`src/hdl/pst_pkg.sv`:
```
`default_nettype none

package pst_pkg;

    localparam int SLOT_COUNT = 32;
    localparam int TIME_BITS  = 32;
    localparam int SLOT_BITS  = (SLOT_COUNT > 1) ? $clog2(SLOT_COUNT) : 1;
    // Compare width for the slot field against a cell position.
    localparam int CMP_BITS   = (SLOT_BITS > 6) ? SLOT_BITS : 6;

    localparam int IN_DATA_BITS  = 72;
    localparam int IN_USER_BITS  = 3;
    localparam int OUT_DATA_BITS = 48;
    localparam int CFG_DATA_BITS = 16;
    localparam int CFG_INDEX_BITS = 1;

    localparam logic [15:0] STALE_TIMEOUT_RESET = 16'd1000;
    localparam logic [15:0] PEAK_HYST_RESET     = 16'd41;
    localparam logic [5:0]  COUNT_MAX           = 6'h3F;

    typedef enum logic [CFG_INDEX_BITS-1:0] {
        REG_STALE_TIMEOUT = 1'b0,
        REG_PEAK_HYST     = 1'b1
    } reg_index_t;

    typedef enum logic [2:0] {
        KIND_ALLOC  = 3'd0,
        KIND_PROG   = 3'd1,
        KIND_GAIN   = 3'd2,
        KIND_BOTH   = 3'd3,
        KIND_REMOVE = 3'd4
    } kind_t;

    typedef logic [TIME_BITS-1:0] tstamp_t;
    typedef logic [SLOT_BITS-1:0] pos_t;

    // Command travelling down the row of slot cells, with its running results.
    typedef struct packed {
        logic        valid;
        kind_t       kind;
        logic [5:0]  slot;
        logic [15:0] gain;
        logic [15:0] prog;
        tstamp_t     now;
        pos_t        pos;
        logic        alloc_open;
        pos_t        alloc_idx;
        logic [5:0]  removed;
        logic [15:0] peak;
        logic        first_seen;
        logic [15:0] first_prog;
    } pkt_t;

    function automatic logic [15:0] sat_progress(input logic [17:0] raw);
        logic [15:0] res;
        if (raw[17])
            res = 16'h0000;
        else if (raw[16])
            res = 16'hFFFF;
        else
            res = raw[15:0];
        return res;
    endfunction

    function automatic tstamp_t to_tstamp(input logic [31:0] raw);
        logic [63:0] wide;
        wide = 64'(raw);
        return wide[TIME_BITS-1:0];
    endfunction

endpackage

`default_nettype wire

```
`src/hdl/pst_cell.sv`:
```
`default_nettype none

module pst_cell (
    input  wire              clk,
    input  wire              rst_n,
    input  wire [15:0]       stale_timeout,
    input  pst_pkg::pkt_t    pkt_in,
    output pst_pkg::pkt_t    pkt_out
);
    import pst_pkg::*;

    logic        active_reg, active_next;
    logic [15:0] prog_reg, prog_next;
    logic [15:0] gain_reg, gain_next;
    tstamp_t     seen_reg, seen_next;
    pkt_t        pkt_reg, pkt_next;

    logic    hit;
    logic    sweep_on;
    tstamp_t age;

    always_comb
    begin
        active_next = active_reg;
        prog_next   = prog_reg;
        gain_next   = gain_reg;
        seen_next   = seen_reg;
        pkt_next    = pkt_in;
        pkt_next.pos = pkt_in.pos + SLOT_BITS'(1);
        hit      = (CMP_BITS'(pkt_in.slot) == CMP_BITS'(pkt_in.pos));
        sweep_on = 1'b0;
        age      = '0;

        if (pkt_in.valid)
        begin
            case (pkt_in.kind)
                KIND_ALLOC:
                begin
                    sweep_on = 1'b1;
                    if (pkt_in.alloc_open && !active_reg)
                    begin
                        active_next         = 1'b1;
                        prog_next           = pkt_in.prog;
                        seen_next           = pkt_in.now;
                        pkt_next.alloc_open = 1'b0;
                        pkt_next.alloc_idx  = pkt_in.pos;
                    end
                end
                KIND_PROG, KIND_GAIN, KIND_BOTH:
                begin
                    if (hit)
                    begin
                        if (pkt_in.kind != KIND_GAIN)
                            prog_next = pkt_in.prog;
                        if (pkt_in.kind != KIND_PROG)
                            gain_next = pkt_in.gain;
                        seen_next = pkt_in.now;
                    end
                end
                KIND_REMOVE:
                begin
                    sweep_on = 1'b1;
                    if (hit)
                    begin
                        active_next = 1'b0;
                        prog_next   = '0;
                        gain_next   = '0;
                    end
                end
                default:
                begin
                end
            endcase

            // On an allocate or remove sweep, free this slot when it went too long without an update.
            age = pkt_in.now - seen_next;
            if (sweep_on && active_next && (age > tstamp_t'(stale_timeout)))
            begin
                active_next = 1'b0;
                prog_next   = '0;
                gain_next   = '0;
                if (pkt_in.removed != COUNT_MAX)
                    pkt_next.removed = pkt_in.removed + 6'd1;
            end

            if (gain_next > pkt_in.peak)
                pkt_next.peak = gain_next;
            if (!pkt_in.first_seen && active_next)
            begin
                pkt_next.first_seen = 1'b1;
                pkt_next.first_prog = prog_next;
            end
        end
    end

    always_ff @(posedge clk or negedge rst_n)
    begin
        if (!rst_n)
        begin
            active_reg <= 1'b0;
            prog_reg   <= '0;
            gain_reg   <= '0;
            seen_reg   <= '0;
            pkt_reg    <= '0;
        end
        else
        begin
            active_reg <= active_next;
            prog_reg   <= prog_next;
            gain_reg   <= gain_next;
            seen_reg   <= seen_next;
            pkt_reg    <= pkt_next;
        end
    end

    assign pkt_out = pkt_reg;

endmodule

`default_nettype wire

```
`config.mk`:
```
export PLATFORM = sky130hd
export DESIGN_NAME = pst_cell
export DESIGN_NICKNAME = d
export VERILOG_FILES = /design/src/hdl/pst_pkg.sv /design/src/hdl/pst_cell.sv
export SDC_FILE = /design/constraint.sdc
export NUM_CORES = 1
export LEC_CHECK = 0
export BUFFER_PORTS_ARGS = -buffer_cell sky130_fd_sc_hd__buf_2
export CAP_MARGIN = 0
export CELL_PAD_IN_SITES_DETAIL_PLACEMENT = 1
export CELL_PAD_IN_SITES_GLOBAL_PLACEMENT = 2
export CORE_UTILIZATION = 35
export CTS_CLUSTER_DIAMETER = 60
export DETAILED_ROUTE_END_ITERATION = 10
export HOLD_SLACK_MARGIN = 0.03
export PLACE_DENSITY_LB_ADDON = 0.05
export RECOVER_POWER = 100
export SYNTH_ARGS = -nofsm -noshare
export SYNTH_HDL_FRONTEND = slang
export SYNTH_SLANG_ARGS = --single-unit
```
`constraint.sdc`:
```
create_clock -name clk -period 14.19 [get_ports clk]
set_clock_uncertainty 0.2 [all_clocks]
set_input_delay 0.7095 -clock clk [delete_from_list [all_inputs] [get_ports clk]]
set_output_delay 0.7095 -clock clk [all_outputs]
set_load 0.02 [all_outputs]
```
==> results.cfg, run 1 <==
[drt]
wl_met2_mm = 14.93
totalWireLength_mm = 31.40
drc = 0
vias = 8863
m1WireLength_mm = 15.19
via_per_inst = 5.223
drt_iter0_drc = 437
top_layer = met4
antenna_left = 0
dr_wl_met3_um = 950
post_drt_wl_per_cell_um = 18.50
first_pass_iters = 4

[worst_setup_path]
cp-start-kind = input pin
critPathKind = input pin to register
critPathMaxStageDelay_ns = 1.42
crit_top_cell = o21a_1
crit_path_end_kind = register
required_ns = 14.33
slowest_stage = clkbuf_1
crit_arrival_ns = 11.86
cp_max_fo = 64

[clock_tree]
clock_latency_ns = 0.44
cts-buffers-inserted = 17
cts_max_path_buffers = 2
clk_root_buffer_cell = clkbuf_16
cts_resized = 0
cts_hold_buf = 0
clkSlewWorstSetupHoldPaths_ns = 0.08
cts_setup_buffers = 0
ctsHtreeMaxLevel = 4
tritoncts = done
cts_num_sinks = 189

[logic_synthesis]
syn_inst = 1066
seq_area_frac_synth_pct = 45.21
synth_seq_cells = 189
synth_top_area_share_pct = 45.21
postSynth.asyncResetShare_pct = 100.0
netlist_area_mm2 = 0.01046
yosysUniqueCellTypes = 75
ys_warn_count = 0
synth_ff_type = dfrtp_1
syn-num-nets = 1271
yosys.area.top_type = dfrtp_1
synth_area_leaders = dfrtp_1 (45%), ha_1 (7.4%), a21oi_1 (4.6%), nand2_1 (2.8%), nor2_1 (2.5%)
synth_area_per_cell_um2 = 9.814
synth_edf_count = 0

[final_layout]
drive_above_1_share_pct = 10.75
design_area_mm2 = 0.01237
syn2layout_area_growth_pct = 18.20
layout.cells.non_filler = 1697
fillers = 3457
fin_nets = 1504
largest_register_ff_count = 124

[die]
die_w_um = 174.9
ioPinCount = 266
placementRows = 62
initial_utilization_pct = 35.96
die_y_um = 174.9
die_area_mm2 = 0.03058
core-area_mm2 = 0.02909

[timing]
drv_slew = 340
fmax_ghz = 0.08531
finalHoldViolCount = 0
min_period_over_period_pct = 82.61
tightest_slew_ns = 6.224
fin_setup_tns_ns = 0
fin_crit_ns = 11.72
relSlewSlack_pct = -314.9
rsz0062_at_grt = no
finalSetupViolCount = 0
fin_ws_ns = 2.468

[flow_run]
max_cap_violations = 5

[place]
hpwlAfterDp_mm = 23.43
gp_congestion = 0.7822
dpl.cell_count = 1664
place_area_mm2 = 0.01212
port_buffers = 265
pre_cts_ws_ns = 3.274

[global_routing]
grt.overflow.total = 0
first_global_vias = 9196
globalRouteTotalUtil_pct = 20.90
antenna_found_initial = 0
grt_max_degree = 111
grt_pass1_wl_mm = 50.78

[status]
status = complete, but fails checks
violations = capacitance limit, slew limit

[power]
vdd_drop_max_mv = 0.07878
leakage_uw = 0.005390
power_density_mw_per_mm2 = 134.3

[min_path]
hold_path.class = input pin to register
layout by cell type (no fill, tap or decap), drive strengths merged, types with 28 or more instances in the layout:
cell	netlist	layout
nand2	77	77
o21ai	47	47
dfrtp	189	189
inv	66	75
clkbuf	49	217
nand3	28	28
nor2	72	72
buf	9	74
mux2	28	28
a21oi	97	97
ha	62	62
synth_stat cells (all sizes together) (16+ instances only):
library cell	n
a21oi	97
ha	62
nor2	72
nand3b	17
a22o	17
a21o	17
mux2	28
nand3	28
inv	66
nand2	77
o31ai	18
nand2b	27
nor3b	27
dfrtp	189
o22ai	19
o21ai	47
a22oi	16
clkbuf	49
nand4	17
layer usage:
| layer | GRT usage [%] | vias to the layer above |
|---|---|---|
| met4 | 4.783 | 0 |
| met5 | 0 | - |
| met2 | 34.51 | 178 |
| met1 | 29.03 | 4393 |
| met3 | 2.763 | 18 |
| li1 | - | 4274 |
report_power, final:
part,switching [uW],internal (uW)
Clock,234,238
Combinational,348,219
Sequential,28.3,594
Total,610,1050
worst paths after layout:
check,from,end,slack [ns],cells past startpoint
worst max-delay path,pkt_in[122],pkt_out[23],2.47,44
worst min-delay path,pkt_in[106],pkt_out[106],0.19,1
worst max register to register,active_reg,pkt_out[23],4.02,43
worst min register to register,seen_reg[0],seen_reg[0],0.32,1
max in group asynchronous,rst_n,prog_reg[0],5.37,2
min in group asynchronous,rst_n,gain_reg[10],2.38,1
critical path: cells and delay by family:
family                     cells  cell delay (ns)
and+or+nand+nor               13             2.69
AOI/OAI and AO/OA             24             4.84
adders and majority gates      3             0.86
buffers and inverters          4             2.71
cell type report:
type,count,area [um^2],area share [%]
Clock inverter,13,122.6,0.9916
Sequential cell,189,4730,38.25
Antenna cell,1,2.502,0.02024
Clock buffer,19,442.9,3.582
Tap cell,384,480.5,3.885
Inverter,66,247.7,2.003
Timing Repair Buffer,272,1126,9.107
Multi-Input combinational cell,753,5214,42.16
per-stage QoR:
stage / util (%) / power [uW] / hold WS (ns)
6_report: 42.51 / 1661 / 0.1916
2_1_floorplan: - / 1031 / 0.2139
3_3_place_gp: 41.66 / 1205 / 0.2882
3_5_place_dp: 41.66 / 1215 / 0.3010
4_1_cts: 43.61 / 1695 / 0.1682
5_1_grt: 42.50 / 1773 / 0.1751
cells by family (layout without fill, tap and decap cells):
logic type               count (synthesis)  after routing  synth area share, %
AO/OA/AOI/OAI                          303            303                19.54
adder cells (fa/ha/maj)                 67             67                7.989
multiplexers                            33             33                3.851
AND/OR/NAND/NOR                        321            321                16.23
flip-flops                             189            189                45.21
XOR/XNOR                                29             29                2.428
buffers and inverters                  124            370                4.748
other                                    0              1                    0
No activity file was read; power rests on OpenSTA's default activity.
==> run 2, diff against run 1 <==
--- a/config.mk
+++ b/config.mk
@@ -5,11 +5,12 @@
 export SDC_FILE = /design/constraint.sdc
 export NUM_CORES = 1
 export LEC_CHECK = 0
+export ABC_AREA = 1
 export BUFFER_PORTS_ARGS = -buffer_cell sky130_fd_sc_hd__buf_2
 export CAP_MARGIN = 0
 export CELL_PAD_IN_SITES_DETAIL_PLACEMENT = 1
 export CELL_PAD_IN_SITES_GLOBAL_PLACEMENT = 2
-export CORE_UTILIZATION = 35
+export CORE_UTILIZATION = 30
 export CTS_CLUSTER_DIAMETER = 60
 export DETAILED_ROUTE_END_ITERATION = 10
 export HOLD_SLACK_MARGIN = 0.03
==> constraint.sdc (replaced) <==
create_clock -name clk -period 11.7 [get_ports clk]
set_clock_uncertainty 0.2 [all_clocks]
set_input_delay 0.585 -clock clk [delete_from_list [all_inputs] [get_ports clk]]
set_output_delay 0.585 -clock clk [all_outputs]
set_load 0.02 [all_outputs]
==> results.cfg, run 2 <==
[die]
die_w_um = 189.4
die_y_um = 189.4
placementRows = 68
die_area_mm2 = 0.03585
core-area_mm2 = 0.03454
ioPinCount = 266
initial_utilization_pct = 30.48

[drt]
antenna_left = 0
post_drt_wl_per_cell_um = 16.46
first_pass_iters = 4
drt_iter0_drc = 398
drc = 0
vias = 9787
via_per_inst = 4.674
totalWireLength_mm = 34.48

[worst_setup_path]
critPathMaxStageDelay_ns = 0.68
critPathKind = input pin to register
crit_arrival_ns = 9.89
crit_top_cell = nand2_1
required_ns = 11.88
slowest_stage = nand2_4
cp_max_fo = 79
r2r_setup_slack_ns = 2.39
crit_path_end_kind = register
cp-start-kind = input pin

[place]
gp_congestion = 0.8548
hpwlAfterDp_mm = 26.17
place_area_mm2 = 0.01236
port_buffers = 265

[logic_synthesis]
synth_top_area_share_pct = 44.91
synth_area_per_cell_um2 = 7.754
netlist_area_mm2 = 0.01053
synth_compound_area_share_pct = 12.45
synth_edf_count = 0
synthMuxAreaShare_pct = 0
synth_fa_ha_area_share_pct = 7.557
yosys-top-cells-count = nand2_1 (382), dfrtp_1 (189), inv_1 (187)
ys_warn_count = 0
yosys.area_share.simple_pct = 24.70
yosysUniqueCellTypes = 48
yosys.area.top_type = dfrtp_1
synth_ff_type = dfrtp_1
synth_top_family_by_area = simple AND/OR/NAND/NOR gates
synth_area_leaders = dfrtp_1 (45%), nand2_1 (14%), ha_1 (7.4%), inv_1 (6.7%), o21ai_0 (6.3%)
synth_seq_cells = 189
syn_inst = 1358
syn-num-nets = 1563
yosys.area_share.xor_xnor_pct = 1.663
seq_area_frac_synth_pct = 44.91
yosys.cell_count.top_type = nand2_1
postSynth.asyncResetShare_pct = 100.0

[timing]
fin_crit_ns = 9.707
min_period_over_period_pct = 82.97
finalSetupViolCount = 0
finalHoldViolCount = 0
relSlewSlack_pct = -174.7
drv_slew = 336
tightest_slew_ns = 4.121
fin_setup_tns_ns = 0
fmax_ghz = 0.1030
whs_ns = 0.06293
rsz0062_at_grt = no

[power]
leakage_uw = 0.006155
seq_power_share_pct = 38.2
power_density_mw_per_mm2 = 151.5
p_sw_uw = 725.5
p_clk_share_pct = 29.8
p_int_uw = 1209
pwr-share-comb_pct = 32.0
vdd_drop_max_mv = 0.1069
switching_share_pct = 37.50

[final_layout]
fin_util_pct = 36.96
final_cell_mix = nand2_1 (382), clkbuf_1 (202), dfrtp_1 (189), inv_1 (188), o21ai_0 (132)
fillers = 4405
largest_register_ff_count = 124
fin_nets = 1829
design_area_mm2 = 0.01277
mostFrequentLayoutCell = nand2_1
drive_above_1_share_pct = 8.919
syn2layout_area_growth_pct = 21.26

[global_routing]
grt_util_met2_pct = 34.04
grt.busiest_layer = met2
antenna_found_initial = 2
first_global_vias = 10250
grt.overflow.total = 0
use_met1_pct = 25.17
grt_pass1_wl_mm = 55.21
globalRouteTotalUtil_pct = 19.81
grt.met3_usage_pct = 3.892
grt_max_degree = 89

[status]
status = complete, but fails checks
violations = capacitance limit, slew limit

[clock_tree]
ctsHtreeMaxLevel = 4
clkSlewWorstSetupHoldPaths_ns = 0.07
clock_latency_ns = 0.46
cts_num_sinks = 189
cts_max_path_buffers = 2
cts-buffers-inserted = 17
tritoncts = done
clk_root_buffer_cell = clkbuf_16

[min_path]
hold_path.class = input pin to register

[flow_run]
max_cap_violations = 5
run 2: metal layers:
| metal | up-vias | routed length, um |
|---|---|---|
| li1 | 4896 | - |
| met1 | 4697 | 15830 |
| met2 | 166 | 16860 |
| met3 | 28 | 1280 |
| met4 | 0 | 508 |
| met5 | - | 0 |
run 2: final cells by class:
class | count | area [um^2] | area share (%)
Inverter | 199 | 747.0 | 5.850
Clock buffer | 20 | 456.7 | 3.577
Timing Repair Buffer | 289 | 1277 | 10.00
Tap cell | 455 | 569.3 | 4.459
Sequential cell | 189 | 4730 | 37.04
Antenna cell | 2 | 5.005 | 0.03920
Multi-Input combinational cell | 928 | 4878 | 38.21
Clock inverter | 12 | 105.1 | 0.8231
run 2: worst paths after layout:
path	start	depth (start not counted)	end
hold / removal	pkt_in[107]	1	pkt_out[107]
setup reg to reg	active_reg	39	pkt_out[29]
hold reg to reg	prog_reg[12]	2	prog_reg[12]
setup / recovery	pkt_in[122]	40	pkt_out[29]
min in group asynchronous	rst_n	2	seen_reg[16]
max in group asynchronous	rst_n	3	gain_reg[2]
run 2: logic make-up (layout without fill, tap and decap cells):
family | after synthesis | in the layout
xor gates and xnor gates | 20 | 20
AOI/OAI and AO/OA | 241 | 241
DFF | 189 | 189
buffers and inverters | 241 | 520
and+or+nand+nor | 604 | 604
adders and majority gates | 63 | 63
other | 0 | 2
run 2: timing repair:
action | 4_1_cts | 5_1_grt
endpoints found under the hold margin | 85 | 1
endpoints found under the setup margin | 0 | 0
hold buffers | 13 | 1
gates resized for setup | 0 | 0
buffers inserted | 0 | 0
run 2: power by group through the flow:
stage,clock network (uW),registers [uW],logic [uW]
after detailed placement,0,750,639
after floorplan,0,786,382
after global routing,622,746,709
final,577,739,619
after global placement,0,748,628
after CTS,598,738,645
run 2: per-stage QoR:
stage          total power (uW)  instances  setup WS, ns
3_3_place_gp               1377       2046         2.511
3_5_place_dp               1388       2046         2.190
5_1_grt                    2077       2093        0.9467
2_1_floorplan              1168       1358         4.188
4_1_cts                    1981       2091         2.667
6_report                   1934       2094         1.993
run 2: worst max-delay path, delay by kind of cell:
kind,cells,cell delay [ns]
xor gates and xnor gates,1,0.16
adders and majority gates,3,0.69
AOI/OAI and AO/OA,12,2.84
buffers and inverters,5,0.83
and+or+nand+nor,19,4.73
